### config.mk
export PLATFORM = sky130hd
export DESIGN_NAME = tcce_ctrl
export DESIGN_NICKNAME = d
export VERILOG_FILES = /design/src/rtl/core/tcce_pkg.sv /design/src/rtl/core/tcce_ctrl.sv
export SDC_FILE = /design/constraint.sdc
export NUM_CORES = 1
export LEC_CHECK = 0
export ABC_AREA = 1
export BUFFER_PORTS_ARGS = -buffer_cell sky130_fd_sc_hd__buf_4
export CORE_AREA = 2 2 39 41
export CTS_CLUSTER_DIAMETER = 40
export DETAILED_ROUTE_END_ITERATION = 8
export DIE_AREA = 0 0 41 43
export REMOVE_ABC_BUFFERS = 1
export SETUP_SLACK_MARGIN = 0.1
export SYNTH_ARGS = -nofsm -noshare
export SYNTH_HDL_FRONTEND = slang
export SYNTH_SLANG_ARGS = --single-unit
### constraint.sdc
create_clock -name clk -period 1.17 [get_ports clk]
set_input_delay 0.234 -clock clk [delete_from_list [all_inputs] [get_ports clk]]
set_output_delay 0.234 -clock clk [all_outputs]
set_load 0.01 [all_outputs]
### src/rtl/core/tcce_pkg.sv
// Shared types, constants and helpers for the text console character engine.
// Used by every module under rtl/core except tcce_ram; depends on nothing else.

package tcce_pkg;

  // Screen geometry and store sizing
  localparam int MAX_COLS   = 64;
  localparam int MAX_ROWS   = 32;
  localparam int TAB_STOPS  = 32;
  localparam int CELL_COUNT = MAX_COLS * MAX_ROWS;
  localparam int ADDR_W     = $clog2(CELL_COUNT);
  localparam int PTR_W      = ADDR_W + 1;

  // Field widths
  localparam int COL_W      = 6;
  localparam int ROW_W      = 5;
  localparam int CCOUNT_W   = COL_W + 1;
  localparam int RCOUNT_W   = ROW_W + 1;
  localparam int CELL_W     = 16;
  localparam int CHAR_W     = 8;
  localparam int OP_W       = 2;
  localparam int CFGC_W     = 7;
  localparam int CFGR_W     = 6;
  localparam int CFG_IDX_W  = 2;
  localparam int CFG_DATA_W = 16;
  localparam int TDATA_IN_W  = 32;
  localparam int TDATA_OUT_W = 32;

  // Operation codes
  localparam logic [OP_W-1:0] OP_PUT  = 2'd0;
  localparam logic [OP_W-1:0] OP_SET  = 2'd1;
  localparam logic [OP_W-1:0] OP_READ = 2'd2;

  // Character codes with special handling
  localparam logic [CHAR_W-1:0] CH_BS    = 8'h08;
  localparam logic [CHAR_W-1:0] CH_TAB   = 8'h09;
  localparam logic [CHAR_W-1:0] CH_FF    = 8'h0C;
  localparam logic [CHAR_W-1:0] CH_SPACE = 8'h20;

  // Configuration register indexes and reset values
  localparam logic [CFG_IDX_W-1:0] CFG_COLS = 2'd0;
  localparam logic [CFG_IDX_W-1:0] CFG_ROWS = 2'd1;
  localparam logic [CFG_IDX_W-1:0] CFG_ATTR = 2'd2;
  localparam logic [CFGC_W-1:0]    COLS_RESET = 7'd56;
  localparam logic [CFGR_W-1:0]    ROWS_RESET = 6'd29;

  // Tab stop table: evenly spaced low stops, the rest at one high stop
  localparam int TAB_LOW_COUNT = 14;
  localparam int TAB_SPACING   = 4;
  localparam int TAB_HIGH_STOP = 55;

  function automatic logic [COL_W-1:0] tab_stop(input int unsigned n);
    logic [COL_W-1:0] v;
    if (n < TAB_LOW_COUNT) begin
      v = COL_W'(n * TAB_SPACING);
    end else begin
      v = COL_W'(TAB_HIGH_STOP);
    end
    return v;
  endfunction

  // Input word: op in the lowest bits, cell index in the highest
  typedef struct packed {
    logic [ADDR_W-1:0] cell_index;
    logic [COL_W-1:0]  target_col;
    logic [ROW_W-1:0]  target_row;
    logic [CHAR_W-1:0] char_code;
    logic [OP_W-1:0]   operation;
  } in_item_t;

  // Output word: cell data in the lowest bits, zero padding on top
  typedef struct packed {
    logic [TDATA_OUT_W-CELL_W-ROW_W-COL_W-1:0] pad;
    logic [COL_W-1:0]  cursor_col;
    logic [ROW_W-1:0]  cursor_row;
    logic [CELL_W-1:0] cell_data;
  } out_item_t;

  // Controller states
  typedef enum logic [3:0] {
    ST_CLEAR,
    ST_IDLE,
    ST_SAT,
    ST_MUL,
    ST_EXEC,
    ST_RD,
    ST_COPY_RD,
    ST_COPY_WR,
    ST_FILL,
    ST_DONE
  } state_t;

  // Commands from controller to datapath
  typedef struct packed {
    logic load_in;
    logic sat;
    logic mul;
    logic exec;
    logic rd_capture;
    logic copy_rd;
    logic copy_wr;
    logic fill_wr;
    logic out_load;
  } ctrl_cmd_t;

  // Status from datapath to controller
  typedef struct packed {
    logic rd;
    logic walk;
    logic in_copy;
    logic in_fill;
    logic out_busy;
  } dp_stat_t;

endpackage

### src/rtl/core/tcce_ctrl.sv
// Sequencing state machine for the text console engine.
// Depends on tcce_pkg for the state type and the command and status structs.

module tcce_ctrl (
  input  logic                clk,
  input  logic                rst,
  input  logic                s_tvalid,
  output logic                s_tready,
  input  tcce_pkg::dp_stat_t  stat,
  output tcce_pkg::ctrl_cmd_t cmd
);

  tcce_pkg::state_t state;
  tcce_pkg::state_t state_next;

  // Hold state
  always_ff @(posedge clk) begin
    if (rst) begin
      state <= tcce_pkg::ST_CLEAR;
    end else begin
      state <= state_next;
    end
  end

  // Next state
  always_comb begin
    state_next = state;
    unique case (state)
      tcce_pkg::ST_CLEAR: begin
        if (!stat.in_fill) state_next = tcce_pkg::ST_IDLE;
      end
      tcce_pkg::ST_IDLE: begin
        if (s_tvalid) state_next = tcce_pkg::ST_SAT;
      end
      tcce_pkg::ST_SAT:  state_next = tcce_pkg::ST_MUL;
      tcce_pkg::ST_MUL:  state_next = tcce_pkg::ST_EXEC;
      tcce_pkg::ST_EXEC: begin
        priority if (stat.rd) begin
          state_next = tcce_pkg::ST_RD;
        end else if (stat.walk) begin
          state_next = tcce_pkg::ST_COPY_RD;
        end else begin
          state_next = tcce_pkg::ST_DONE;
        end
      end
      tcce_pkg::ST_RD: state_next = tcce_pkg::ST_DONE;
      tcce_pkg::ST_COPY_RD: begin
        priority if (stat.in_copy) begin
          state_next = tcce_pkg::ST_COPY_WR;
        end else if (stat.in_fill) begin
          state_next = tcce_pkg::ST_FILL;
        end else begin
          state_next = tcce_pkg::ST_DONE;
        end
      end
      tcce_pkg::ST_COPY_WR: state_next = tcce_pkg::ST_COPY_RD;
      tcce_pkg::ST_FILL: begin
        if (!stat.in_fill) state_next = tcce_pkg::ST_DONE;
      end
      tcce_pkg::ST_DONE: begin
        if (!stat.out_busy) state_next = tcce_pkg::ST_IDLE;
      end
      default: state_next = tcce_pkg::ST_CLEAR;
    endcase
  end

  // Outputs
  always_comb begin
    cmd      = '0;
    s_tready = 1'b0;
    unique case (state)
      tcce_pkg::ST_CLEAR:   cmd.fill_wr = stat.in_fill;
      tcce_pkg::ST_IDLE: begin
        s_tready    = 1'b1;
        cmd.load_in = s_tvalid;
      end
      tcce_pkg::ST_SAT:     cmd.sat = 1'b1;
      tcce_pkg::ST_MUL:     cmd.mul = 1'b1;
      tcce_pkg::ST_EXEC:    cmd.exec = 1'b1;
      tcce_pkg::ST_RD:      cmd.rd_capture = 1'b1;
      tcce_pkg::ST_COPY_RD: cmd.copy_rd = stat.in_copy;
      tcce_pkg::ST_COPY_WR: cmd.copy_wr = 1'b1;
      tcce_pkg::ST_FILL:    cmd.fill_wr = stat.in_fill;
      tcce_pkg::ST_DONE:    cmd.out_load = !stat.out_busy;
      default: cmd = '0;
    endcase
  end

endmodule

# --- Word-level counts from Yosys, hierarchy flattened ---
# Index checks and enable logic that the tools add are counted.
totals:
  reg_bits: 4
  wordCells: 37
  inputBits: 8
op_classes:
  n_eq_ne: 13
  muxes: 19
  n_reduce_logical: 4
ops:
  columns: ["op", "n"]
  rows:
  - ["$pmux 4 s10", 1]
  - ["$mux 4", 7]
  - ["$eq 4x3->1 const B", 4]
  - ["$mux 1", 11]
  - ["$eq 4x2->1 const B", 2]
  - ["$eq 4x4->1 const B", 2]
  - ["$ne 2x2->1 const B", 4]
  - ["$eq 4x1->1 const B", 1]
  - ["$logic_not 4->1", 1]
  - ["$reduce_and 4->1", 1]
  - ["$reduce_or 2->1", 1]
  - ["$logic_not 1->1", 1]

# --- Depth between registers and ports, before layout ---
# Gate-level depths: netlist of the first run.
logic_depth:
  word_depth: 3
  depth_mapped: 9
  ltp_nobuf: 9

# --- Least setup slack after synthesis of the first run ---
# Ideal clock, no wire load.
synth_path:
  path_kind: "register -> register"
  startpoint: "reg state[0]"
  endpoint: "reg state[3]"
  path_buffers: 0
  t_arrival_ns: 1.000
  path_stages_with_launch: 10
  period_less_slack_ns: 1.113
  setup_ns: 0.114
  t_required_ns: 1.056
  setup_slack_ns: 0.057
  cell_sequence: "dfxtp_1 inv_2 nor2_4 nand2_2 inv_2 nand2_2 nand3_2 inv_2 nand2_1 a21oi_2"
synth_between:
  elab_chain_cells: 3
synth_lines:
  columns: ["item", "line_no", "source"]
  rows:
  - ["start, declared", "tcce_ctrl.sv:13", "tcce_pkg::state_t state;"]
  - ["start signal, assigned", "tcce_ctrl.sv:19", "state <= tcce_pkg::ST_CLEAR;"]
  - ["start signal, assigned", "tcce_ctrl.sv:21", "state <= state_next;"]
  - ["$eq 4x4->1 (tied with other cells)", "tcce_ctrl.sv:28", "unique case (state)"]
  - ["$ne 2x2->1 (no source line)", null, null]
  - ["$reduce_and 4->1 (no source line)", null, null]
# Several ways; a longest one is shown, not always the timed one.
# A chain may end at the register's enable or synchronous reset.

==> results of run 1 <==
## where the power goes
part | total, W | internal, W | leakage, nW | switching, W
Combinational | 0.000393 | 0.000193 | 0.319 | 0.000201
Sequential | 0.000191 | 0.000155 | 0.0355 | 0.0000353
Clock | 0.000174 | 0.000115 | 0.0138 | 0.0000587
Total | 0.000758 | 0.000463 | 0.368 | 0.000295
## critical path: cells and delay by family (launching register included)
family,cells,cell delay (ns)
AND/OR/NAND/NOR,3,0.23
buffers and inverters,2,0.27
flip-flops,1,0.36
## timing repair
action,in CTS,in global routing
hold buffers,0,0
buffers inserted,3,3
endpoints found under the setup margin,13,14
pin swaps,10,4
resized for setup,24,7
## through the flow
stage	TNS, ns	instance area (sq um)
6_report	-1.46	706
5_1_grt	-2.30	706
4_1_cts	-1.42	667
3_5_place_dp	-0.0558	556
3_3_place_gp	-0.0370	556
2_1_floorplan	0	378
## layer usage
metal  vias to the layer above  global-route usage  wire length (um)
met3                         0              0.0785               110
met2                        28               0.213               614
met4                         0                   0                 0
met5                         -                   0                 0
met1                       241               0.190               493
li1                        269                   -                 -
## cells by family (layout without fill, tap and decap cells)
family | after synthesis | after routing | share of synthesized area
flip-flops | 4 | 4 | 0.212
AO/OA/AOI/OAI | 6 | 6 | 0.0993
AND/OR/NAND/NOR | 42 | 42 | 0.540
buffers and inverters | 15 | 45 | 0.149
## synthesized netlist by cell type
library cell,instances
a21oi_1,1
a21oi_2,1
a31oi_1,1
dfxtp_1,4
inv_1,10
inv_2,5
nand2_1,15
nand2_2,3
nand3_1,6
nand3_2,1
nand3b_1,1
nand4_1,1
nor2_1,11
nor2_2,1
nor2_4,2
nor3_1,1
o211ai_1,1
o21ai_0,1
o21ai_1,1
## area by class of cell
type / count / area, sq um
Tap cell: 16 / 20.0
Timing Repair Buffer: 27 / 218
Sequential cell: 4 / 95.1
Fill cell: 147 / 678
Multi-Input combinational cell: 48 / 284
Inverter: 15 / 66.3
Clock buffer: 3 / 22.5
## worst paths after layout
check,start,to,slack [ns],depth (start not counted)
worst max-delay path,state[2]$_SDFFE_PP0P_,cmd[0],-0.16,5
worst min-delay path,rst,state[3]$_SDFFE_PP0P_,0.17,2
worst min register to register,state[2]$_SDFFE_PP0P_,state[2]$_SDFFE_PP0P_,0.63,3
worst max register to register,state[2]$_SDFFE_PP0P_,state[3]$_SDFFE_PP0P_,-0.13,9
==> impl_metrics.json, run 1 <==
{
  "status": "complete, but fails checks",
  "violations": "setup timing",
  "rows": 14,
  "ys_types": 19,
  "clockBufferDepth": 2,
  "gp_congestion": 0.778,
  "die_area_sq_um": 1760,
  "cp_max_fo": 4,
  "max_stage_delay_ns": 0.36,
  "setup_viol_count_final": 13,
  "finalCritPeriodShare": 1.13,
  "clock_sinks": 4,
  "cts_tree": "done",
  "grt_usage": 0.143,
  "clk_latency_ns": 0.24,
  "worst_slack_ns": -0.156,
  "relSlewSlack": 0.837,
  "cp-end-kind": "output pin",
  "hold_viol": 0,
  "irDropWorstVdd_mv": 0.889,
  "first_global_vias": 427,
  "crit_chain": "buf_4 -> nor2_4 -> nand2_2 -> nor2_1 -> buf_4",
  "synth_area_leaders": "dfxtp_1 (21%), nand2_1 (15%), nor2_1 (11%)",
  "criticalPathCategory": "reg -> out",
  "area_delta_synth_final_pct": 86.8,
  "critPathSlowestCell": "dfxtp_4",
  "core_area_sq_um": 1380,
  "overflow": 0,
  "mostFrequentLayoutCell": "buf_4",
  "syn_area_sq_um": 378,
  "grt_max_degree": 7,
  "largest_reg_flops": 4,
  "path_common_cell": "buf_4",
  "drv_slew": 0,
  "synth_seq_area_share": 0.212,
  "io_pins": 18,
  "maxCapViolCount": 0,
  "initial_core_util": 0.273,
  "drive_gt1_frac": 0.608,
  "die_w_um": 41,
  "postLayoutCoreUtil": 0.510,
  "nets": 107,
  "drc_errors": 0,
  "postSynthCellCount": 67,
  "port-buffer-count": 17,
  "antenna_found_initial": 0,
  "required_ns": 0.94,
  "hpwl_um": 859,
  "routedWlPerCell_um": 10.8,
  "worstSetupStartpointType": "flip-flop",
  "drtPass1Iterations": 4,
  "rsz0062_at_grt": "true",
  "power_density_nw_per_um2": 1070,
  "antenna_left": 0,
  "drt_first_iter_violations": 9,
  "cts-root-buf": "clkbuf_4",
  "p_leak_nw": 0.368,
  "crit_arrival_ns": 1.09,
  "hold_slack_ns": 0.170,
  "instances_no_fill": 113,
  "power_w": 0.000758,
  "die_y_um": 43,
  "cts_buffers": 3,
  "worst_slew_pin_slew_ns": 0.243,
  "fin_skew_ns": 0.00593,
  "cts_max_level": 1,
  "grt_pass1_wl_mm": 1.73,
  "wl_mm": 1.22,
  "top_register": "state",
  "num_antenna_cells": 0,
  "synth_warnings": 0,
  "hold_path.class": "in -> reg",
  "vias": 538,
  "final_cell_mix": "buf_4 (23), nand2_1 (12), nor2_1 (7), inv_1 (7), nand2_2 (6)",
  "path_clk_slew_ns": 0.04,
  "syn_area_per_cell_sq_um": 5.64,
  "reg_top3": "state x4",
  "synth_top_cell_by_area": "dfxtp_1",
  "fmax_mhz": 754,
  "dpl_worst_slack_ns": -0.0297,
  "via_per_inst": 4.76,
  "ys_ff_latch": 4,
  "synth_top_area_share": 0.212,
  "dp.cells": 104,
  "fin_crit_ns": 1.33
}
Note: power is estimated with default switching activity, not from simulation.
==> run 2, diff against run 1 <==
==> constraint.sdc (replaced) <==
create_clock -name clk -period 1.17 [get_ports clk]
set_input_delay 0 -clock clk [delete_from_list [all_inputs] [get_ports clk]]
set_output_delay 0 -clock clk [all_outputs]
set_load 0.01 [all_outputs]
==> impl_metrics.json, run 2 (synthesis gave the netlist of run 1 again) <==
{
  "gp_congestion": 0.765,
  "core_area_sq_um": 1380,
  "hold_path.class": "in -> reg",
  "min_delay_path_depth": 3,
  "cp-end-kind": "output pin",
  "largest_reg_flops": 4,
  "cts_max_level": 1,
  "fin_skew_ns": 0.00336,
  "nets": 107,
  "clock_sinks": 4,
  "num_antenna_cells": 0,
  "area_delta_synth_final_pct": 87.1,
  "hpwl_um": 848,
  "relSlewSlack": 0.823,
  "final.setup.tns_ns": -0.00721,
  "fmax_mhz": 851,
  "path_clk_slew_ns": 0.03,
  "die_w_um": 41,
  "grt_max_degree": 7,
  "maxCapViolCount": 0,
  "violations": "setup timing",
  "power_density_nw_per_um2": 1040,
  "drc_errors": 0,
  "mostFrequentLayoutCell": "buf_4",
  "cp_max_fo": 4,
  "worstSetupStartpointType": "flip-flop",
  "die_area_sq_um": 1760,
  "clockBufferDepth": 2,
  "criticalPathCategory": "reg -> out",
  "overflow": 0,
  "required_ns": 1.17,
  "vias": 530,
  "crit_arrival_ns": 1.18,
  "drv_slew": 0,
  "via_per_inst": 4.69,
  "r2r-start": "state[0]$_SDFFE_PP0P_",
  "cp-endpoint": "cmd[3]",
  "p_leak_nw": 0.369,
  "cts_tree": "done",
  "cts-root-buf": "clkbuf_4",
  "first_global_vias": 456,
  "design_area_sq_um": 707,
  "cts_buffers": 3,
  "postLayoutCoreUtil": 0.511,
  "grt_usage": 0.158,
  "clk_latency_ns": 0.24,
  "startpoint": "state[2]$_SDFFE_PP0P_",
  "wl_mm": 1.30,
  "rrSetupSlack_ns": 0.01,
  "die_y_um": 43,
  "routedWlPerCell_um": 11.5,
  "worst_slew_pin_slew_ns": 0.265,
  "hold_viol": 0,
  "rsz0062_at_grt": "true",
  "top_register": "state",
  "num-fill-cells": 146,
  "power_w": 0.000737,
  "setup_viol_count_final": 2,
  "port-buffer-count": 17,
  "place_area_sq_um": 556,
  "drtPass1Iterations": 4,
  "worst_slack_ns": -0.00574,
  "io_pins": 18,
  "rows": 14,
  "reg2reg_to": "state[3]$_SDFFE_PP0P_",
  "grt_pass1_wl_mm": 1.86,
  "final_cell_mix": "buf_4 (20), nand2_1 (12), inv_1 (9)",
  "antenna_found_initial": 0,
  "finalCritPeriodShare": 1.00,
  "initial_core_util": 0.273,
  "fin_crit_ns": 1.18,
  "r2r_cells": 9,
  "antenna_left": 0,
  "status": "complete, but fails checks",
  "irDropWorstVdd_mv": 0.667,
  "drive_gt1_frac": 0.588,
  "drt_first_iter_violations": 20,
  "reg_top3": "state x4"
}
-- run 2: changes by cell type in the layout (fill, tap and decap cells not counted), moves of 2 or more --
cell / previous run / this run
buf_6: 4 / 6
nor2_1: 7 / 5
buf_4: 23 / 20
inv_1: 7 / 9
nor2_4: 5 / 3
inv_4: 4 / 2
nor2_2: 2 / 6
-- run 2: power breakdown --
| part | switching, W | internal, W | leakage, nW |
|---|---|---|---|
| combinational | 0.000200 | 0.000174 | 0.319 |
| sequential | 0.0000357 | 0.000155 | 0.0355 |
| clock | 0.0000567 | 0.000115 | 0.0138 |
| total | 0.000293 | 0.000445 | 0.369 |
-- run 2: what timing repair did --
action,CTS,global route
setup endpoints to repair,13,14
hold buffers,1,0
hold endpoints to repair,4,0
pin swaps,4,1
resized for setup,22,7
setup buffers,4,1
-- run 2: metrics by stage --
| step | worst slack (ns) | std cells | hold WS (ns) |
|---|---|---|---|
| detailed placement | -0.0510 | 104 | 0.194 |
| floorplan | 0.0567 | 67 | 0.0475 |
| global placement | -0.0285 | 104 | 0.189 |
| CTS | 0.0196 | 112 | 0.0717 |
| finish | -0.00574 | 113 | 0.0716 |
| global route | -0.0753 | 113 | 0.101 |
-- run 2: worst min-delay path by stage --
stage,from,endpoint,slack [ns]
CTS,stat[3],state[2]$_SDFFE_PP0P_,0.07
global placement,rst,state[3]$_SDFFE_PP0P_,0.19
floorplan,stat[0],cmd[0],0.05
global route,stat[3],state[2]$_SDFFE_PP0P_,0.10
detailed placement,rst,state[3]$_SDFFE_PP0P_,0.19
finish,stat[3],state[2]$_SDFFE_PP0P_,0.07
-- run 2: area by class of cell --
| cell class | instances | area [sq um] | share of cell area |
|---|---|---|---|
| multi-input cells | 48 | 280 | 0.396 |
| inverters | 15 | 61.3 | 0.0867 |
| well taps | 16 | 20.0 | 0.0283 |
| repair buffers | 27 | 228 | 0.322 |
| clock buffers | 3 | 22.5 | 0.0319 |
| flip-flops and latches | 4 | 95.1 | 0.135 |
-- run 2: worst max-delay path: stages (launching register included) --
cell	delay, ns
dfxtp_4	0.37
inv_4	0.05
nor2_4	0.10
nand2_2	0.07
buf_6	0.12
nor3_4	0.11
buf_6	0.12
-- run 2: routing by layer --
layer	global-route usage	up-vias	wire length, um
li1	-	266	-
met5	0	-	0
met3	0.0628	6	115
met4	0.0667	0	40
met2	0.241	27	676
met1	0.186	231	470
==> run 3, diff against run 2 <==
--- a/config.mk
+++ b/config.mk
@@ -13,6 +13,7 @@
 export DIE_AREA = 0 0 41 43
 export REMOVE_ABC_BUFFERS = 1
 export SETUP_SLACK_MARGIN = 0.1
+export SKIP_CTS_REPAIR_TIMING = 1
 export SYNTH_ARGS = -nofsm -noshare
 export SYNTH_HDL_FRONTEND = slang
 export SYNTH_SLANG_ARGS = --single-unit
==> constraint.sdc (replaced) <==
create_clock -name clk -period 1.15 [get_ports clk]
set_input_delay 0 -clock clk [delete_from_list [all_inputs] [get_ports clk]]
set_output_delay 0 -clock clk [all_outputs]
set_load 0.01 [all_outputs]
==> impl_metrics.json, run 3 (synthesis gave the netlist of run 1 again) <==
{
  "area_delta_synth_final_pct": 90.1,
  "required_ns": 1.15,
  "port-buffer-count": 17,
  "wl_mm": 1.13,
  "drt_first_iter_violations": 2,
  "p_leak_nw": 0.371,
  "die_w_um": 41,
  "min_delay_path_depth": 3,
  "seq_area_sq_um": 92.6,
  "cts-root-buf": "clkbuf_4",
  "clk_latency_ns": 0.23,
  "die_y_um": 43,
  "fin_crit_ns": 1.15,
  "die_area_sq_um": 1760,
  "status": "complete, but fails checks",
  "hold_path.class": "in -> reg",
  "clock_sinks": 4,
  "hold_viol": 0,
  "via_per_inst": 4.49,
  "hp-start": "stat[3]",
  "cp_max_fo": 5,
  "path_clk_slew_ns": 0.04,
  "r2r-start": "state[0]$_SDFFE_PP0P_",
  "worstSetupStartpointType": "flip-flop",
  "finalCritPeriodShare": 1.00,
  "rsz0062_at_grt": "true",
  "worst_slack_ns": -0.00275,
  "drc_errors": 0,
  "io_pins": 18,
  "setup_viol_count_final": 3,
  "routedWlPerCell_um": 10.0,
  "antenna_found_initial": 0,
  "power_w": 0.000771,
  "irDropWorstVdd_mv": 0.597,
  "hpwl_um": 848,
  "initial_core_util": 0.273,
  "cts_tree": "done",
  "fin_skew_ns": 0.00553,
  "r2r_cells": 9,
  "relSlewSlack": 0.811,
  "maxCapViolCount": 0,
  "top_register": "state",
  "cp-end-kind": "output pin",
  "nets": 106,
  "overflow": 0,
  "multi_input_area_sq_um": 295,
  "drv_slew": 0,
  "cts_max_level": 1,
  "hold_path_end": "state[2]$_SDFFE_PP0P_",
  "rows": 14,
  "first_global_vias": 415,
  "mostFrequentLayoutCell": "buf_4",
  "final.setup.tns_ns": -0.00555,
  "gp_congestion": 0.807,
  "fmax_mhz": 867,
  "grt_pass1_wl_mm": 1.57,
  "num_antenna_cells": 0,
  "clockBufferDepth": 2,
  "core_area_sq_um": 1380,
  "grt_max_degree": 7,
  "worst_slew_pin_slew_ns": 0.282,
  "drive_gt1_frac": 0.615,
  "dpl_worst_slack_ns": -0.0289,
  "postLayoutCoreUtil": 0.519,
  "reg_top3": "state x4",
  "power_density_nw_per_um2": 1070,
  "num-fill-cells": 138,
  "cts_buffers": 3,
  "violations": "setup timing",
  "crit_arrival_ns": 1.15,
  "criticalPathCategory": "reg -> out",
  "antenna_left": 0,
  "largest_reg_flops": 4,
  "grt_usage": 0.126,
  "drtPass1Iterations": 4,
  "hold_slack_ns": 0.0824,
  "vias": 503,
  "rrSetupSlack_ns": -0.003,
  "reg2reg_to": "state[0]$_SDFFE_PP0P_",
  "final_cell_mix": "buf_4 (18), nand2_1 (11), inv_1 (9), nand2_2 (7), buf_6 (7)"
}
-- run 3: power by group --
| group | switching (W) | internal, W |
|---|---|---|
| clock network | 0.0000490 | 0.000116 |
| registers | 0.0000348 | 0.000158 |
| logic | 0.000217 | 0.000196 |
-- run 3: routing by layer --
metal,global-route usage,vias up,part of all wire
met3,0.0314,0,0.073
li1,-,266,-
met5,0,-,0
met4,0.0200,0,0
met2,0.194,17,0.52
met1,0.174,220,0.41
-- run 3: layout make-up --
| class | count | share of cell area |
|---|---|---|
| Multi-Input combinational cell | 48 | 0.411 |
| Timing Repair Buffer | 26 | 0.312 |
| Sequential cell | 4 | 0.129 |
| Inverter | 15 | 0.0889 |
| Clock buffer | 3 | 0.0314 |
| Tap cell | 16 | 0.0279 |
-- run 3: how the worst max path moves through the flow --
| stage | startpoint | end | slack (ns) | cells after the start |
|---|---|---|---|---|
| after global routing | state[0]$_SDFFE_PP0P_ | state[0]$_SDFFE_PP0P_ | -0.08 | 9 |
| final | state[3]$_SDFFE_PP0P_ | cmd[5] | -0.003 | 6 |
| after floorplan | state[0]$_SDFFE_PP0P_ | state[3]$_SDFFE_PP0P_ | 0.04 | 9 |
| after CTS | state[2]$_SDFFE_PP0P_ | cmd[3] | -0.12 | 6 |
| after detailed placement | state[2]$_SDFFE_PP0P_ | state[0]$_SDFFE_PP0P_ | -0.03 | 8 |
| after global placement | state[2]$_SDFFE_PP0P_ | state[0]$_SDFFE_PP0P_ | -0.02 | 8 |
-- run 3: through the flow --
step,instances,cell area [sq um]
floorplan,67,378
global placement,106,571
detailed placement,106,571
CTS,109,593
global route,112,718
finish,112,718
-- run 3: worst max-delay path, stage by stage (launching register included) --
cell and delay (ns):
dfxtp_4 0.36, inv_2 0.06, buf_4 0.09, nand2_1 0.07, nor2_4 0.13, buf_6 0.11
buf_4 0.10
